`src/sv/spsi_pkg.sv`:
```
// Shared constants, types and codes for the sorted pair set insert unit.
package spsi_pkg;

  // Set size and key width
  localparam int CAPACITY     = 256;
  localparam int KEY_BITS     = 16;

  // Port widths of the request and result fields
  localparam int IN_KEY_W     = 16;
  localparam int OUT_STATUS_W = 2;
  localparam int OUT_NUM_W    = 9;

  // Derived widths
  localparam int CNT_W        = $clog2(CAPACITY + 1);
  localparam int GRP_SIZE     = 16;
  localparam int GRP_W        = $clog2(GRP_SIZE);
  localparam int NGRP         = (CAPACITY + GRP_SIZE - 1) / GRP_SIZE;
  localparam int NGRP_W       = (NGRP > 1) ? $clog2(NGRP) : 1;
  localparam int PAD          = NGRP * GRP_SIZE;
  localparam int POS_W        = NGRP_W + GRP_W;

  typedef logic [IN_KEY_W-1:0]  in_key_t;
  typedef logic [KEY_BITS-1:0]  key_t;
  typedef logic [CNT_W-1:0]     cnt_t;
  typedef logic [POS_W-1:0]     pos_t;
  typedef logic [GRP_W-1:0]     grp_idx_t;
  typedef logic [NGRP_W-1:0]    grp_num_t;
  typedef logic [PAD-1:0]       pad_vec_t;
  typedef logic [CAPACITY-1:0]  cell_vec_t;
  typedef logic [OUT_NUM_W-1:0] out_num_t;

  // One stored key pair, compared first key then second key
  typedef struct packed {
    key_t first;
    key_t second;
  } pair_t;

  // Result status codes
  typedef enum logic [OUT_STATUS_W-1:0] {
    ST_INSERTED  = 2'd0,
    ST_DUPLICATE = 2'd1,
    ST_OVERFLOW  = 2'd2
  } status_t;

  // Control broadcast to every cell of the row
  typedef struct packed {
    logic cmp_en;
    logic shift_en;
  } cell_ctl_t;

endpackage

```
`src/sv/spsi_cell.sv`:
```
// One cell of the sorted row: holds a pair, compares it, shifts from its left neighbor.
module spsi_cell (
  input  logic               clk,
  input  spsi_pkg::cell_ctl_t ctl,
  input  spsi_pkg::pair_t    new_pair,
  input  logic               valid,
  input  spsi_pkg::pair_t    left_pair,
  input  logic               left_ge,
  output spsi_pkg::pair_t    pair,
  output logic               ge,
  output logic               ins,
  output logic               eq
);

  spsi_pkg::pair_t pair_r;
  logic            ge_r;
  logic            eq_r;
  logic            gt;
  logic            same;

  // Compare the stored pair against the new one
  always_comb begin
    gt   = (new_pair.first < pair_r.first) ||
           ((new_pair.first == pair_r.first) && (new_pair.second < pair_r.second));
    same = (new_pair == pair_r);
  end

  // Latch flags: an empty cell counts as above the insert point
  always_ff @(posedge clk) begin
    if (ctl.cmp_en) begin
      ge_r <= !valid || gt;
      eq_r <= valid && same;
    end
  end

  // Shift up from the left, or take the new pair at the insert point
  always_ff @(posedge clk) begin
    if (ctl.shift_en) begin
      if (ins) begin
        pair_r <= new_pair;
      end else if (ge_r && left_ge) begin
        pair_r <= left_pair;
      end
    end
  end

  assign pair = pair_r;
  assign ge   = ge_r;
  assign ins  = ge_r && !left_ge;
  assign eq   = eq_r;

endmodule

```
`config.mk`:
```
export PLATFORM = sky130hd
export DESIGN_NAME = spsi_cell
export DESIGN_NICKNAME = d
export VERILOG_FILES = /design/src/sv/spsi_pkg.sv /design/src/sv/spsi_cell.sv
export SDC_FILE = /design/constraint.sdc
export NUM_CORES = 1
export LEC_CHECK = 0
export ABC_AREA = 0
export BUFFER_PORTS_ARGS = -buffer_cell sky130_fd_sc_hd__buf_2
export CORE_MARGIN = 2
export CORE_UTILIZATION = 47
export DETAILED_ROUTE_END_ITERATION = 8
export HOLD_SLACK_MARGIN = 0.02
export PLACE_DENSITY = 0.8
export SYNTH_ARGS = -nofsm -noshare
export SYNTH_HDL_FRONTEND = slang
export SYNTH_SLANG_ARGS = --single-unit
```
`constraint.sdc`:
```
create_clock -name clk -period 2.3 [get_ports clk]
set_clock_uncertainty 0.15 [all_clocks]
set_input_delay 0.575 -clock clk [delete_from_list [all_inputs] [get_ports clk]]
set_output_delay 0.575 -clock clk [all_outputs]
set_load 0.1 [all_outputs]
```
Yosys cells after proc, flatten, opt, wreduce, memory -nomap -nowiden
Index checks and enable logic that the tools add are counted.
{"block": "op_classes", "n_lt_le_gt_ge": 2, "reduce_logical": 10, "eq_ne": 2, "n_mux": 2}
{"operator": "two-way mux 32 bit", "count": 2}
{"operator": "== test 32 bit", "count": 1}
{"operator": "< comparator 16 bit", "count": 2}
{"operator": "== test 16 bit", "count": 1}
{"operator": "logical AND 1 bit", "count": 4}
{"operator": "zero test 1 bit", "count": 2}
{"operator": "logical OR 1 bit", "count": 2}
{"operator": "AND reduction 2 bit", "count": 1}
{"operator": "nonzero test 2 bit", "count": 1}
{"block": "totals", "reg_bits": 34, "out_inout_bits": 35, "in_bits": 69, "wordCells": 20}

Longest topological paths before layout
{"block": "logic_depth", "depth_word": 4, "ltp_mapped": 7, "depth_no_buf": 7}

Least setup slack after synthesis
Ideal clock, no wire load.
{"block": "synth_timing", "path_kind": "register -> register", "start": "register ge_r (netlist: ge)", "end": "register pair_r, in the netlist pair[0], data pin", "setup_time_ns": 0.260, "path_buffers": 2, "t_arrival_ns": 2.277, "setup_slack_ns": -0.387, "synth_period_minus_slack_ns": 2.687, "path_stages_with_launch": 5, "cell_sequence": "edfxtp_1 > nor2b_1 > clkbuf_1 > buf_2 > mux2_2"}
{"block": "synth_via", "elab_chain_len": 2}
{"element": "from (decl)", "line": "spsi_cell.sv:16", "text": "logic ge_r;"}
{"element": "from (signal assigned)", "line": "spsi_cell.sv:31", "text": "ge_r <= !valid || gt;"}
{"element": "logical AND 1 bit", "line": "spsi_cell.sv:49", "text": "assign ins = ge_r && !left_ge;"}
{"element": "named net ins", "line": "spsi_cell.sv:11", "text": "output logic ins,"}
{"element": "two-way mux 32 bit", "line": "spsi_cell.sv:39", "text": "if (ins) begin"}
{"element": "to (signal assigned)", "line": "spsi_cell.sv:40", "text": "pair_r <= new_pair;"}
{"element": "to (signal assigned)", "line": "spsi_cell.sv:42", "text": "pair_r <= left_pair;"}
{"element": "to (decl)", "line": "spsi_cell.sv:15", "text": "spsi_pkg::pair_t pair_r;"}
The timed path passes the listed nets, and every way through them passes these cells.
A chain may end at the register's enable or synchronous reset.

Worst setup path in the final report
{"block": "layout_timing", "start": "register pair_r, in the netlist pair[16]", "end": "register ge_r (netlist: ge), data pin"}
{"block": "layout_via", "elab_chain_len": 4, "elab_cells_between_ends": 5, "classes_between": "order compare (1); eq/ne (1); reduce/logical (3)"}
{"element": "branches (longest 2 deep; another with < comparator 16 bit)"}
{"element": "logical OR 1 bit *", "line": "spsi_cell.sv:23", "text": "gt = (new_pair.first < pair_r.first) ||"}
{"element": "logical OR 1 bit *", "line": "spsi_cell.sv:31"}
Mark *: on every way between the ends.

==> Implementation_results.wiki <==
{| class="wikitable"
! Metric !! Value
|-
| Result of the run || finished, final reports clean
|-
| Dpl cell area || 2920 um^2
|-
| Number of buffers between clock root and the deepest sink || 2
|-
| Placed cell count || 341
|-
| Top area cells in the synthesized netlist || sky130_fd_sc_hd__edfxtp_1, sky130_fd_sc_hd__ha_1, sky130_fd_sc_hd__mux2_2
|-
| Most common cell in the synthesized netlist || sky130_fd_sc_hd__inv_1
|-
| Layout filler cell count || 378
|-
| Number of nets at the end of the flow || 395
|-
| Maximum VDD drop || 0.000368 V
|-
| CP Cell Sequence || ha_1 > nand4_1 > nor4_2 > o211ai_1 > a2111oi_1 > a211o_1
|-
| Num ports || 104
|-
| Vias || 1,810
|-
| Arr. time, crit path || 2020 ps
|-
| Critical-path cell with the highest stage delay || sky130_fd_sc_hd__edfxtp_1
|-
| Maximum net fanout on the critical path || 2
|-
| Number of core rows || 25
|-
| Port Buffer Count || 103
|-
| Leakage || 0.00147 uW
|-
| DIE AREA || 5340 um^2
|-
| CTS tree || built
|-
| Pre-CTS WS || -19.1 ps
|-
| Area growth syn-to-layout || 35.0%
|-
| Reg2Reg Launch Point || pair[16]
|-
| Net count after synthesis || 285
|-
| Delay of the slowest cell on the worst path || 410 ps
|-
| Total of warnings raised by yosys || 0
|-
| Cells after Synth || 184
|-
| Most frequent cells after synthesis || sky130_fd_sc_hd__inv_1, sky130_fd_sc_hd__edfxtp_1, sky130_fd_sc_hd__ha_1
|-
| Overflow after GRT || 0
|-
| Antenna violations before repair || 0
|-
| Hold WC Path Type || in2reg
|-
| Portion of synthesized cell area occupied by the leading cell type || 45.6%
|-
| Chip height || 73.1 um
|-
| Setup repair after global routing missed its margin || false
|-
| Proportion of layout cells with a drive suffix above 1 || 53.7%
|-
| # H-tree levels || 2
|-
| Setup crit end kind || register
|-
| Synth area leader || sky130_fd_sc_hd__edfxtp_1
|-
| Reg2Reg Capture Point || ge
|-
| Netlist cell types || 25
|-
| Global-route wire length before repair || 7870 um
|-
| Number of antenna cells inserted || 0
|-
| Number of sinks on the clock net || 34
|-
| Share of the core filled with cells in the final layout || 64.9%
|-
| Root buffer cell || sky130_fd_sc_hd__clkbuf_8
|-
| Minimum setup slack in the final design || 288 ps
|-
| DRC violations left || 0
|-
| Fmax || 497 MHz
|-
| Pin count of the biggest net entering global routing || 20
|-
| Slew of the pin with the lowest slew margin || 503 ps
|-
| Final Slew Violations || 0
|-
| Number of buffers added to fix hold violations after cts || 0
|-
| Total power || 1930 uW
|-
| Total Wirelength || 5160 um
|-
| Clock-pin slew reported for the worst setup and hold paths after clock tree synthesis || 70 ps
|-
| Antenna viol nets, final || 0
|-
| Final clock period utilization by the worst path || 87.5%
|-
| Setup bufs post-CTS || 0
|-
| Number of buffers created by CTS || 5
|-
| Overall routing resource usage || 19.7%
|-
| HPWL after detailed placement || 4180 um
|-
| Area used by multi-input combinational logic || 1130 um^2
|-
| Post-route standard cell area excluding fillers || 3020 um^2
|-
| Mean number of vias per cell || 5.20
|-
| Final min period || 2010 ps
|-
| Slack of the worst reg-to-reg path || 290 ps
|-
| Share of the yosys chip area belonging to registers || 45.6%
|-
| Critical Path Source Type || register
|-
| Vias in the first global route || 1,695
|-
| Number of enable flip-flop cells after synthesis || 34
|-
| Setup Crit Path Kind || reg2reg
|-
| Average detailed-routed wire length per instance || 14.8 um
|-
| Flop and latch count out of synthesis || 34
|-
| Routability-driven placement congestion ratio || 0.717
|-
| Setup Viol. Count Final || 0
|-
| Last element of the critical path || ge
|-
| Count of TritonRoute iterations in the first routing pass || 4
|-
| Most used DFF post-synth || sky130_fd_sc_hd__edfxtp_1
|-
| Share of flip-flops with an asynchronous set or reset after synthesis || 0%
|-
| Fin. Hold Viols || 0
|-
| Die width || 73.1 um
|-
| Effective utilization at floorplan || 48.1%
|-
| Flip-flop and latch area || 1020 um^2
|-
| Required @ worst endpoint || 2310 ps
|-
| Number of cells on the worst reg-to-reg path || 6
|-
| Clock insertion delay at the later pin of the skew report || 280 ps
|-
| Initial detailed-routing violation count || 76
|-
| Power density over the cells || 638 nW/um^2
|-
| Startpoint of the most critical setup path || pair[16]
|-
| Max-Slew Margin vs Limit || 66.7%
|-
| Area of the mapped netlist || 2240 um^2
|-
| Post-route insts no fill || 348
|-
| Max-capacitance violation count || 0
|-
| Core outline area || 4660 um^2
|-
| Number of gates resized after cts || 0
|-
| Mean cell area of the mapped netlist || 12.2 um^2
|}
## per-layer routing
layer / GRT usage [%] / share of wire, %
met1: 24.3 / 41
met3: 4.97 / 7.1
met4: 6.17 / 0.91
met2: 33.5 / 51
met5: 0 / 0
## flip-flops by register name, indices dropped and copies added, names as in the netlist
register and flops:
eq 1, ge 1, pair 32
## worst min-delay path by stage
stage	from	to	slack, ps	depth (start not counted)
after global placement	pair[0]	eq	620	3
after floorplan	ctl[1]	eq	540	0
after detailed placement	ctl[1]	eq	660	1
after global routing	ctl[1]	ge	360	1
after CTS	ctl[1]	ge	360	1
final	ctl[1]	ge	370	1
## power breakdown
part | switching, uW | internal (uW) | leakage [uW]
registers | 20.0 | 736 | 0.000325
logic | 450 | 196 | 0.00109
clock network | 214 | 313 | 0.0000517
total | 684 | 1240 | 0.00147
## kinds of logic after synthesis
| logic type | synth area share, % |
|---|---|
| flops | 45.6 |
| mux | 16.1 |
| simple gates | 6.25 |
| buf+inv | 6.70 |
| compound gates | 7.54 |
| fa+ha+maj | 17.9 |
## placed cells by master (no fill, tap or decap), types with 2 or more instances in the layout
cell,n
sky130_fd_sc_hd__buf_2,102
sky130_fd_sc_hd__edfxtp_1,34
sky130_fd_sc_hd__inv_1,31
sky130_fd_sc_hd__mux2_2,31
sky130_fd_sc_hd__ha_1,28
sky130_fd_sc_hd__a21oi_1,10
sky130_fd_sc_hd__nand3_1,5
sky130_fd_sc_hd__a21o_1,5
sky130_fd_sc_hd__clkbuf_8,5
sky130_fd_sc_hd__inv_2,4
sky130_fd_sc_hd__nand4_1,4
sky130_fd_sc_hd__ha_4,4
sky130_fd_sc_hd__nand4_2,3
sky130_fd_sc_hd__a211oi_1,3
sky130_fd_sc_hd__buf_4,3
sky130_fd_sc_hd__o211ai_1,2
sky130_fd_sc_hd__nor3_1,2
sky130_fd_sc_hd__nand2_1,2
sky130_fd_sc_hd__o21ai_0,2
sky130_fd_sc_hd__buf_12,2
## final cells by class
class / instances / share of cell area, %
multi-input cells: 111 / 37.3
flip-flops and latches: 34 / 33.8
repair buffers: 107 / 18.9
inverters: 35 / 4.34
clock buffers: 5 / 2.28
well taps: 54 / 2.23
clock inverters: 2 / 1.12
## worst max-delay path, delay by kind of cell, from the launching register on
family,cells,cell delay (ps)
DFF,1,410
adders and majority gates,1,300
and+or+nand+nor,2,460
AOI/OAI and AO/OA,3,560
## through the flow
stage / setup TNS (ps) / hold WS (ps)
2_1_floorplan: -207 / 537
3_3_place_gp: 0 / 623
3_5_place_dp: -19.1 / 664
4_1_cts: 0 / 363
5_1_grt: 0 / 358
6_report: 0 / 369
(Power assumes the default switching activity.)
