$ cat config.mk
export PLATFORM = sky130hd
export DESIGN_NAME = spsi_enc
export DESIGN_NICKNAME = d
export VERILOG_FILES = /design/src/sv/spsi_pkg.sv /design/src/sv/spsi_enc.sv
export SDC_FILE = /design/constraint.sdc
export NUM_CORES = 1
export LEC_CHECK = 0
export BUFFER_PORTS_ARGS = -buffer_cell sky130_fd_sc_hd__buf_4
export CORE_AREA = 4 4 202 204
export DETAILED_ROUTE_END_ITERATION = 8
export DIE_AREA = 0 0 206 208
export PLACE_DENSITY = 0.43
export RECOVER_POWER = 100
export SLEW_MARGIN = 0
export SYNTH_ARGS = -nofsm -noshare
export SYNTH_HDL_FRONTEND = slang
export SYNTH_SLANG_ARGS = --single-unit
$ cat constraint.sdc
create_clock -name clk -period 4 [get_ports clk]
set_input_delay 0.4 -clock clk [delete_from_list [all_inputs] [get_ports clk]]
set_output_delay 0.4 -clock clk [all_outputs]
set_load 0.02 [all_outputs]
$ cat src/sv/spsi_pkg.sv
// Shared constants, types and codes for the sorted pair set insert unit.
package spsi_pkg;

  // Set size and key width
  localparam int CAPACITY     = 256;
  localparam int KEY_BITS     = 16;

  // Port widths of the request and result fields
  localparam int IN_KEY_W     = 16;
  localparam int OUT_STATUS_W = 2;
  localparam int OUT_NUM_W    = 9;

  // Derived widths
  localparam int CNT_W        = $clog2(CAPACITY + 1);
  localparam int GRP_SIZE     = 16;
  localparam int GRP_W        = $clog2(GRP_SIZE);
  localparam int NGRP         = (CAPACITY + GRP_SIZE - 1) / GRP_SIZE;
  localparam int NGRP_W       = (NGRP > 1) ? $clog2(NGRP) : 1;
  localparam int PAD          = NGRP * GRP_SIZE;
  localparam int POS_W        = NGRP_W + GRP_W;

  typedef logic [IN_KEY_W-1:0]  in_key_t;
  typedef logic [KEY_BITS-1:0]  key_t;
  typedef logic [CNT_W-1:0]     cnt_t;
  typedef logic [POS_W-1:0]     pos_t;
  typedef logic [GRP_W-1:0]     grp_idx_t;
  typedef logic [NGRP_W-1:0]    grp_num_t;
  typedef logic [PAD-1:0]       pad_vec_t;
  typedef logic [CAPACITY-1:0]  cell_vec_t;
  typedef logic [OUT_NUM_W-1:0] out_num_t;

  // One stored key pair, compared first key then second key
  typedef struct packed {
    key_t first;
    key_t second;
  } pair_t;

  // Result status codes
  typedef enum logic [OUT_STATUS_W-1:0] {
    ST_INSERTED  = 2'd0,
    ST_DUPLICATE = 2'd1,
    ST_OVERFLOW  = 2'd2
  } status_t;

  // Control broadcast to every cell of the row
  typedef struct packed {
    logic cmp_en;
    logic shift_en;
  } cell_ctl_t;

endpackage

$ cat src/sv/spsi_enc.sv
// Two-level registered encoder: insert point and duplicate flag from the cell flags.
module spsi_enc (
  input  logic                  clk,
  input  logic                  latch_en,
  input  spsi_pkg::cell_vec_t   ins_vec,
  input  spsi_pkg::cell_vec_t   eq_vec,
  output logic                  dup,
  output spsi_pkg::pos_t        pos
);

  logic [spsi_pkg::NGRP-1:0] grp_hit_r;
  logic [spsi_pkg::NGRP-1:0] grp_eq_r;
  spsi_pkg::grp_idx_t        grp_idx_r [spsi_pkg::NGRP];
  logic [spsi_pkg::NGRP-1:0] grp_hit_nxt;
  logic [spsi_pkg::NGRP-1:0] grp_eq_nxt;
  spsi_pkg::grp_idx_t        grp_idx_nxt [spsi_pkg::NGRP];
  spsi_pkg::pad_vec_t        ins_pad;
  spsi_pkg::pad_vec_t        eq_pad;
  spsi_pkg::pos_t            ins_pos;

  assign ins_pad = spsi_pkg::pad_vec_t'(ins_vec);
  assign eq_pad  = spsi_pkg::pad_vec_t'(eq_vec);

  // Encode each group of cells on its own
  always_comb begin
    for (int g = 0; g < spsi_pkg::NGRP; g++) begin
      grp_hit_nxt[g] = 1'b0;
      grp_eq_nxt[g]  = 1'b0;
      grp_idx_nxt[g] = '0;
      for (int j = 0; j < spsi_pkg::GRP_SIZE; j++) begin
        if (ins_pad[g*spsi_pkg::GRP_SIZE + j]) begin
          grp_hit_nxt[g] = 1'b1;
          grp_idx_nxt[g] = grp_idx_nxt[g] | spsi_pkg::grp_idx_t'(j);
        end
        if (eq_pad[g*spsi_pkg::GRP_SIZE + j]) begin
          grp_eq_nxt[g] = 1'b1;
        end
      end
    end
  end

  always_ff @(posedge clk) begin
    if (latch_en) begin
      grp_hit_r <= grp_hit_nxt;
      grp_eq_r  <= grp_eq_nxt;
      grp_idx_r <= grp_idx_nxt;
    end
  end

  // Combine the groups; a duplicate sits just below the insert point
  always_comb begin
    ins_pos = '0;
    for (int g = 0; g < spsi_pkg::NGRP; g++) begin
      if (grp_hit_r[g]) begin
        ins_pos = ins_pos | {spsi_pkg::grp_num_t'(g), grp_idx_r[g]};
      end
    end
  end

  assign dup = |grp_eq_r;
  assign pos = dup ? (ins_pos - spsi_pkg::pos_t'(1)) : ins_pos;

endmodule

; Word level (Yosys, flattened, before mapping)
; Index checks and enable logic that the tools add are counted.
; W data, S select, Z words.
[word_totals]
reg_bits = 96
in_bits = 514
wordCells = 428
output_inout_bits = 9
[classes]
n_addsub = 1
bitwise = 15
reduce_logical = 81
n_mux = 235
[op_table]
columns = op, n
row1 = $reduce_or A15 Y1, 32
row2 = $mux W3, 64
row3 = $mux W8, 16
row4 = $reduce_or A8 Y1, 16
row5 = $mux W4, 31
row6 = $mux W2, 54
row7 = $mux W1, 70
row8 = $or A8 B8 Y8, 8
row9 = $reduce_or A4 Y1, 16
row10 = $or A8 B7 Y8, 4
row11 = $reduce_or A2 Y1, 16
row12 = $or A8 B6 Y8, 2
row13 = $reduce_or A16 Y1, 1
row14 = $or A8 B5 Y8, 1
row15 = $sub A8 B1 Y8 const B, 1

; Logic depth before layout (Yosys ltp)
; Gate-level depths: netlist (run 1).
[depth]
ltp_word = 33
ltp_mapped = 7
ltp_nobuf = 7

; Worst setup path after synthesis (run 1)
; No wires, ideal clock.
[synth_path]
path_kind = register -> output
startpoint = register grp_hit_r[13] (netlist name)
endpoint = output pos[5]
stages_incl_launch_ff = 7
t_required_ns = 3.600
path_buffers = 0
slack_ns = 1.752
arrival_ns = 1.848
path_cell_list = edfxtp_1 a22o_1 a221oi_1 and4_1 nand4_1 nor2_1 xor2_1
[synth_between]
elab_chain_cells = 7
[synth_rtl]
columns = element, line
row1 = "start, declared", spsi_enc.sv:11  ; logic [spsi_pkg::NGRP-1:0] grp_hit_r;
row2 = "start signal, assigned", spsi_enc.sv:44  ; grp_hit_r <= grp_hit_nxt;
row3 = $mux W8 (*), spsi_enc.sv:54  ; if (grp_hit_r[g]) begin
row4 = $or A8 B8 Y8, spsi_enc.sv:55  ; ins_pos = ins_pos | {spsi_pkg::grp_num_t'(g), grp_idx_r[g]};
row5 = $mux W8 (*), spsi_enc.sv:54
row6 = $or A8 B8 Y8, spsi_enc.sv:55
row7 = $mux W8 (*), spsi_enc.sv:54
row8 = $sub A8 B1 Y8, spsi_enc.sv:61  ; assign pos = dup ? (ins_pos - spsi_pkg::pos_t'(1)) : ins_pos;
row9 = $mux W8 (*), spsi_enc.sv:61
row10 = "end, declared", spsi_enc.sv:8  ; output spsi_pkg::pos_t pos
; Every way passes the cells marked *; elsewhere a longest branch is shown, timed or not.

; Worst setup path in the final report (run 1)
[layout_path]
startpoint = register grp_hit_r[14] (netlist name)
endpoint = output pos[7]
[layout_between]
elab_chain_cells = 5
[layout_rtl]
columns = element, line
row1 = $mux W8 (*), spsi_enc.sv:54
row2 = $or A8 B8 Y8, spsi_enc.sv:55
row3 = $mux W8 (*), spsi_enc.sv:54
row4 = $sub A8 B1 Y8, spsi_enc.sv:61
row5 = $mux W8 (*), spsi_enc.sv:61
; Marked as above.

==> impl_results.md, run 1 <==
* Status: finished, violations left
* Failing checks: max-capacitance violations, max-slew violations
* Die area at between 40000 and 50000 um^2
* Pre-CTS WS at roughly 1200 ps
* Initial DRC Count at approximately 320
* Drt pass-1 iters at 4
* Row Count at 73
* H-tree lvl count at 3
* Crit path required time at 3600 ps
* Total GRT Usage at 14.08%
* Unique masters post-synth at 17
* Switching share of total power at 24.14%
* CTS Root Cell: clkbuf_16
* Number of clock sinks at 96
* Post-synth EDFFs at 96
* Ys async rst share at 0%
* RSZ-0062 raised after global routing: false
* Max clock buf depth at 2
* Hold_buf cts at 0
* CTS tree: built
* CP Max Fanout at 6
* Ratio of cells with drive above 1 in the final layout at 50.75%
* Core Footprint at about 40000 um^2
* Dpl hpwl at 28.91 mm
* #FFs+latches synth at 96
* Layout Utilization at around 25%
* Clock group share of total power at 32.5%
* Worst min path class: primary input to flop
* Mean Syn Cell Area at about 11 um^2
* Worst ir drop on vdd at 0.1878 mV
* Post-synth top cells: nor4_1 (197), edfxtp_1 (96), nand2_1 (68), nand4_1 (35)
* Top FF cell, synth: edfxtp_1
* Arrival time worst endpoint at 2900 ps
* Worst Setup End Kind: primary output
* Post-route setup TNS at 0 ps
* Crit-path max cell delay at just over 500 ps
* Post-Syn Instances at between 400 and 500
* Worst-path clk slew at roughly 70 ps
* Internal power at about 1.9 mW
* Post-synthesis xor/xnor area fraction at 1.207%
* Grt ovf at 0
* Setup slack after layout at between 700 and 800 ps
* Largest cells by area after synthesis: edfxtp_1 (57%), nor4_1 (24%), nand2_1 (5.0%)
* Overall power at around 2.5 mW
* Final Max Tran Viols at 43
* Io pins at ~520
* DR vias at between 6000 and 7000
* CP max-delay cell: edfxtp_1
* Final setup violation count at 0
* Combinational share of power at 20.7%
* Tmin final at about 3300 ps
* Vias in the first global route at 6951
* Net Count, Synth at between 900 and 1000
* Number of setup buffers added after CTS at 0
* Num CTS Buffers at 9
* Syn Std Cell Area at 5077 um^2
* Yosys top cell by area: edfxtp_1
* DR WL/cell at 21.13 um
* Final Cycle Share at between 80% and 90%
* Hold WS at 328.1 ps
* Final net count at 1505
* CP cell instances: a22o_1 -> a221oi_1 -> and4_1 -> nand4_1 -> nor4_1 -> xnor2_1 -> buf_4
* Most frequent cell after synthesis: nor4_1
* Final hold violations at 0
* Layout area overhead at 93.12%
* Leak pwr at between 3 and 4 nW
* CP Class: flop to primary output
* Avg Vias per Cell at 4.242
* Pwr dens at ~260 nW/um^2
* Worst setup SP type: flop
* First-pass GRT wire length at 44.23 mm
* Gpl congestion at ~0.90
* Relative slew slack at -41.87%
* Part of the power in registers at around 47%
* Simple-gate share of the synthesized area at approximately 36%
* Main combinational cell family by area after synthesis: simple AND/OR/NAND/NOR gates
* Post-route ant nets at 0
* Worst-Margin Slew at between 2000 and 2500 ps
* Port bufs at roughly 520
* Max-Cap Viols at 2
* Die H at approximately 210 um
* Die X at approximately 210 um
* Drc violations at 0
* Sequential area share after synthesis at a little under three fifths
* Final wirelength at roughly 32 mm
* Worst hold stages at 3
* Post-synth top area share at between 50 and 60%
* Sw power at slightly above 600 uW
* Antenna violations before repair at 10
* Resize count post-CTS at 0
* Synth warn at 0
* Largest net degree at the start of global routing at 43
* Compound-Gate Fraction of Synth Area at 5.520%
* Adder-Cell Fraction of Synth Area at 0.2464%
* Fmax at 303.4 MHz
* Post-synthesis mux area share at less than 1%
* Initial cell density of the core at around an eighth
==> placed cells by master (no fill, tap or decap) <==
master      instances
or3_1               1
clkbuf_2            1
clkbuf_16           9
or4_4               1
nand3_1             2
nor3_1              5
nor2_1              4
a22o_1             16
edfxtp_1           96
clkinv_1            1
clkbuf_4           42
xor2_1              4
buf_4             446
clkinv_2            1
a221oi_1           16
nand2_1            68
clkbuf_1           35
mux2i_1             1
xnor2_1             3
and4_1              4
ha_1                1
diode_2             2
inv_8               2
nand4_1            35
clkinv_4            2
clkinvlp_4          1
nor4_1            198
==> critical path, delay by kind of cell, from the launching register on <==
kind                   cells  cell delay (ps)
flip-flops                 1              510
buffers and inverters      1              200
AND/OR/NAND/NOR            3             1000
AO/OA/AOI/OAI              2              600
XOR/XNOR                   1              240
==> cell type report <==
cell class / instances / area, um^2
sequential: 96 / 2883
antenna: 2 / 5.005
clock buffer: 9 / 225.2
fill: 4277 / 29470
tap: 525 / 656.9
clock inverter: 7 / 56.30
multi-input combinational: 359 / 2180
timing repair buffer: 524 / 3800
==> registers in the layout, indices dropped and copies added (netlist names) <==
| register | cells |
|---|---|
| grp_eq_r | 16 |
| grp_idx_r | 64 |
| grp_hit_r | 16 |
==> worst paths after layout <==
check	from	end	slack [ps]
hold / removal	ins_vec[2]	grp_idx_r[61]	330
setup / recovery	grp_hit_r[14]	pos[7]	700
==> routing by layer <==
layer  global-route usage (%)  wire (um)
met5                        0         70
met4                    4.016        580
met3                    4.099       2967
met2                    23.22      15340
met1                    17.89      13200
==> power groups by stage <==
stage | combinational [mW] | sequential [mW] | clock (mW)
floorplan | 0.0645 | 1.19 | 0
global placement | 0.537 | 1.22 | 0
detailed placement | 0.541 | 1.21 | 0
CTS | 0.542 | 1.19 | 0.851
global route | 0.567 | 1.20 | 0.901
finish | 0.526 | 1.19 | 0.828
==> through the flow <==
stage | cell area [um^2] | instances
global route | 9806 | 1522
CTS | 9950 | 1520
floorplan | 5077 | 455
finish | 9806 | 1522
global placement | 9668 | 1504
detailed placement | 9668 | 1504
==> cell families after synthesis <==
group	after synthesis
AND/OR/NAND/NOR	318
multiplexers	1
AO/OA/AOI/OAI	32
XOR/XNOR	7
adder cells (fa/ha/maj)	1
flip-flops	96
No activity file was read; power rests on OpenSTA's default activity.
==> run 2, diff against run 1 <==
Clock period 4 ns to 3.2 ns, I/O delays scaled along.
==> impl_results.md, run 2 (synthesis gave the netlist of run 1 again) <==
* Hold_buf cts at 0 (unchanged)
* Vias in the first global route at 7090 (+2.0%)
* Dpl hpwl at 28.66 mm (-0.88%)
* Final net count at 1508 (+0.20%)
* Relative slew slack at -83.40% (-42 points)
* Row Count at 73 (unchanged)
* CP Max Fanout at 6 (unchanged)
* Crit path required time at 2880 ps (-720 ps)
* Worst min path class: primary input to flop
* Die area at 42850 um^2 (unchanged)
* Grt ovf at 0 (unchanged)
* Ratio of cells with drive above 1 in the final layout at 51.10% (+0.35 points)
* Antenna violations before repair at 5 (-5)
* DRT met1 WL at 13.53 mm (+2.5%)
* Drc violations at 0 (unchanged)
* Core Footprint at 39280 um^2 (unchanged)
* Leak pwr at 3.784 nW (+0.96%)
* Reg with most FFs: grp_idx_r
* Final Max Tran Viols at 48 (+12%)
* Die H at 208 um (unchanged)
* Initial DRC Count at 325 (+0.31%)
* Min-delay src: ins_vec[134]
* Failing checks: max-capacitance violations, max-slew violations
* CTS tree: built
* Largest registers: grp_idx_r (64), grp_eq_r (16), grp_hit_r (16)
* Area of the multi-input gates at 2201 um^2 (+0.98%)
* DR WL/cell at 21.00 um (-0.60%)
* Final Cycle Share at 93.51%
* Worst-Margin Slew at 2751 ps (+623.0 ps)
* Die X at 206 um (unchanged)
* Post-route setup TNS at 0 ps (unchanged)
* Number of setup buffers added after CTS at 0 (unchanged)
* Io pins at 523 (unchanged)
* Commonest non-fill, non-tap cell in the layout: buf_4
* Gpl congestion at 0.9066 (+0.23%)
* Max clock buf depth at 2 (unchanged)
* Worst-path clk slew at 70 ps (about the same)
* DR vias at 6439 (-0.28%)
* Design Area, Final at 9858 um^2 (+0.54%)
* Status: finished, violations left
* Sequential standard cell area at 2883 um^2 (unchanged)
* Final wirelength at 32.01 mm (-0.47%)
* RSZ-0062 raised after global routing: false
* Port bufs at 522 (unchanged)
* Metal2 WL at 15.68 mm (+2.2%)
* Met3 Wirelength at 2.391 mm (-19%)
* First-pass GRT wire length at 44.44 mm (+0.47%)
* Fmax at between 300 and 400 MHz
* Drt pass-1 iters at 4 (unchanged)
* Largest register FFs at 64 (unchanged)
* Tmin final at roughly 3000 ps
* Total GRT Usage at 14.16% (+0.078 points)
* Crit path from: grp_hit_r[14]
* Num CTS Buffers at 9 (unchanged)
* Final hold violations at 0 (unchanged)
* Worst Setup End Kind: primary output
* Arrival time worst endpoint at 2670 ps (-230 ps)
* H-tree lvl count at 3 (unchanged)
* Pwr dens at 327.7 nW/um^2 (+26%)
* Final setup violation count at 0 (unchanged)
* Fill count at 4239 (-0.89%)
* CP Class: flop to primary output
* Resize count post-CTS at 1 (+1)
* Avg Vias per Cell at 4.225 (-0.41%)
* Worst ir drop on vdd at 0.1899 mV (+1.1%)
* Uppermost layer routed: met5
* Largest net degree at the start of global routing at 50 (+16%)
* Worst setup SP type: flop
* Layout area overhead at 94.16%
* Max-Cap Viols at 1 (-1)
* CTS Root Cell: clkbuf_16
* Post-Place Cell Area at 9703 um^2 (+0.36%)
* Number of clock sinks at 96 (unchanged)
* Initial cell density of the core at 12.93% (unchanged)
* Post-route ant nets at 0 (unchanged)
* Most frequent cells in the layout: buf_4 (450), nor4_1 (196), edfxtp_1 (96), nand2_1 (68), clkbuf_4 (36)
==> run 2: changes by cell type in the layout (fill, tap and decap cells not counted), sizes merged <==
cell,delta
clkinv,-1
clkbuf,-3
inv,+1
diode,-1
buf,+6
==> run 2: final timing paths <==
path       endpoint  slack [ps]  cells past startpoint
min   grp_idx_r[29]         250                      3
max          pos[7]         210                      7
==> run 2: area by class of cell <==
cell class	count	share of cell area [%]
Antenna cell	1	0.02538
Clock buffer	9	2.285
Timing Repair Buffer	527	38.80
Sequential cell	96	29.24
Multi-Input combinational cell	359	22.33
Tap cell	525	6.663
Clock inverter	7	0.6600
==> run 2: layer usage <==
| metal | vias up | GRT usage, % |
|---|---|---|
| met5 | - | 0 |
| met3 | 27 | 3.460 |
| met4 | 6 | 2.891 |
| met2 | 294 | 24.08 |
| li1 | 3133 | - |
| met1 | 2979 | 18.27 |
==> run 2: through the flow <==
stage / utilization [%] / worst slack, ps / hold WS [ps] / std cells / power [mW]
floorplan: - / 1032 / 432.5 / 455 / 1.574
global placement: 24.71 / 113.9 / 607.9 / 1507 / 2.197
detailed placement: 24.71 / 141.3 / 607.5 / 1507 / 2.201
CTS: 25.46 / 39.94 / 225.7 / 1523 / 3.307
global route: 25.10 / 14.70 / 236.9 / 1524 / 3.390
finish: 25.10 / 207.7 / 246.6 / 1524 / 3.231
==> run 2: worst max-delay path, cell delays in order (launching register included) <==
cell	delay (ps)
edfxtp_1	510
a22o_1	260
a221oi_1	300
and4_1	340
nand4_1	240
nor4_4	230
xnor2_1	230
buf_4	210
==> run 2: where the power goes <==
group	total, mW	leakage (nW)	switching [mW]	internal [mW]
registers	1.49	0.968	0.0449	1.45
clock network	1.08	0.139	0.532	0.545
logic	0.662	2.68	0.230	0.433
==> run 3, diff against run 2 <==
Settings changed: CTS_BUF_LIST from default to sky130_fd_sc_hd__clkbuf_8, SLEW_MARGIN 0 to 20.
==> impl_results.md, run 3 (synthesis gave the netlist of run 1 again) <==
* Final hold violations at 0 (unchanged)
* Initial cell density of the core at 12.93% (unchanged)
* Worst-path clk slew at 120 ps (+50 ps)
* Max clock buf depth at 2 (unchanged)
* Max-Cap Viols at 1 (unchanged)
* Num CTS Buffers at 9 (unchanged)
* Avg Vias per Cell at 4.227 (about the same)
* Largest registers: grp_idx_r (64), grp_eq_r (16), grp_hit_r (16)
* Port bufs at 522 (unchanged)
* CP cell instances: a22o_1 -> a221oi_1 -> and4_2 -> nand4_1 -> nor4_4 -> xnor2_1 -> buf_4
* First-pass GRT wire length at 44.45 mm (about the same)
* Post-route setup TNS at 0 ps (unchanged)
* Core Footprint at 39280 um^2 (unchanged)
* Gpl congestion at 0.9066 (unchanged)
* Top delay family on crit path: simple AND/OR/NAND/NOR gates
* Layout area overhead at 92.85%
* DR vias at 6459 (+0.31%)
* Buffers & Inverters on Critical Path at 1 (unchanged)
* CP Max Fanout at 5 (-1)
* Fill count at 4245 (+0.14%)
* Initial DRC Count at 317 (-2.5%)
* RSZ-0062 raised after global routing: false
* Hold path endpoint: grp_idx_r[32]
* Worst Setup End Kind: primary output
* CP Class: flop to primary output
* Vias in the first global route at 7086 (-0.056%)
* Leak pwr at 3.753 nW (-0.82%)
* Die area at 42850 um^2 (unchanged)
* Tmin final at 2997 ps (+5.132 ps)
* Grt ovf at 0 (unchanged)
* Dpl cells at 1507 (unchanged)
* Reg with most FFs: grp_idx_r
* Relative slew slack at -76.22% (+7.2 points)
* Final setup violation count at 0 (unchanged)
* Number of clock sinks at 96 (unchanged)
* Crit-path max cell delay at 500 ps (about the same)
* H-tree lvl count at 3 (unchanged)
* Pwr dens at 302.1 nW/um^2 (-7.8%)
* Worst-Margin Slew at 2643 ps (-107.6 ps)
* Largest register FFs at 64 (unchanged)
* Min-delay src: ins_vec[119]
* DR WL/cell at 20.94 um (-0.28%)
* Fmax at 333.6 MHz (-0.17%)
* Worst min path class: primary input to flop
* Die X at 206 um (unchanged)
* Final net count at 1512 (+0.27%)
* Commonest non-fill, non-tap cell in the layout: buf_4
* Antenna violations before repair at 5 (unchanged)
* Worst setup SP type: flop
* Worst ir drop on vdd at 0.1584 mV (-17%)
* Io pins at 523 (unchanged)
* Row Count at 73 (unchanged)
* Failing checks: max-capacitance violations, max-slew violations
* Status: finished, violations left
* CP max-delay cell: edfxtp_1
* Crit path required time at 2880 ps (about the same)
* Drt pass-1 iters at 4 (unchanged)
* Arrival time worst endpoint at 2680 ps (about the same)
* Post-route ant nets at 0 (unchanged)
* Worst hold stages at 3 (unchanged)
* Largest net degree at the start of global routing at 50 (unchanged)
* Crit path from: grp_hit_r[2]
* CTS Root Cell: clkbuf_8
* Final Max Tran Viols at 48 (unchanged)
* Hold_buf cts at 0 (unchanged)
* Dpl hpwl at 28.66 mm (unchanged)
* CTS tree: built
* Final wirelength at 32.00 mm (about the same)
* Drc violations at 0 (unchanged)
* Fin cells at 1528 (+0.26%)
* Most frequent cells in the layout: buf_4 (454), nor4_1 (196), edfxtp_1 (96), nand2_1 (68)
* Ratio of cells with drive above 1 in the final layout at 51.30% (+0.20 points)
* Total GRT Usage at 14.16% (about the same)
* Final Cycle Share at 93.67% (+0.16 points)
* Die H at 208 um (unchanged)
-- run 3: stage by stage --
step	worst slack, ps	cell area, um^2	util (%)	total power, mW	hold WS, ps
6_report	202.6	9792	24.93	2.958	209.0
5_1_grt	19.41	9792	24.93	3.116	180.0
4_1_cts	88.89	9906	25.22	3.030	173.8
3_5_place_dp	141.3	9703	24.71	2.201	607.5
3_3_place_gp	113.9	9703	24.71	2.197	607.9
2_1_floorplan	1032	5077	-	1.574	432.5
-- run 3: what timing repair did --
action / in CTS / in global routing
gates resized for setup: 1 / 2
hold endpoints to repair: 0 / 0
setup endpoints to repair: 8 / 1
buffers inserted: 1 / 3
pin swaps: 1 / 0
-- run 3: worst max path at each step --
stage | to | slack [ps] | cells after the start
floorplan | pos[5] | 1030 | 6
global placement | pos[7] | 110 | 6
global route | pos[6] | 20 | 8
finish | pos[7] | 200 | 7
CTS | pos[7] | 90 | 7
detailed placement | pos[7] | 140 | 6
-- run 3: cell type report --
cell class | instances | area, um^2 | area share [%]
antenna | 1 | 2.502 | 0.02556
clock buffer | 9 | 123.9 | 1.265
clock inverter | 7 | 65.06 | 0.6645
multi-input combinational | 359 | 2208 | 22.55
sequential | 96 | 2883 | 29.44
tap | 525 | 656.9 | 6.708
timing repair buffer | 531 | 3852 | 39.34
-- run 3: routing by layer --
layer | wire [um] | part of all wire (%) | global-route usage (%)
met1 | 13520 | 42 | 18.25
met2 | 15700 | 49 | 24.09
met3 | 2361 | 7.4 | 3.460
met4 | 378 | 1.2 | 2.891
met5 | 41 | 0.13 | 0
-- run 3: where the power goes --
| part | leakage, nW | switching (mW) | internal (mW) |
|---|---|---|---|
| combinational | 2.69 | 0.231 | 0.435 |
| clock | 0.0926 | 0.502 | 0.300 |
| sequential | 0.968 | 0.0439 | 1.45 |
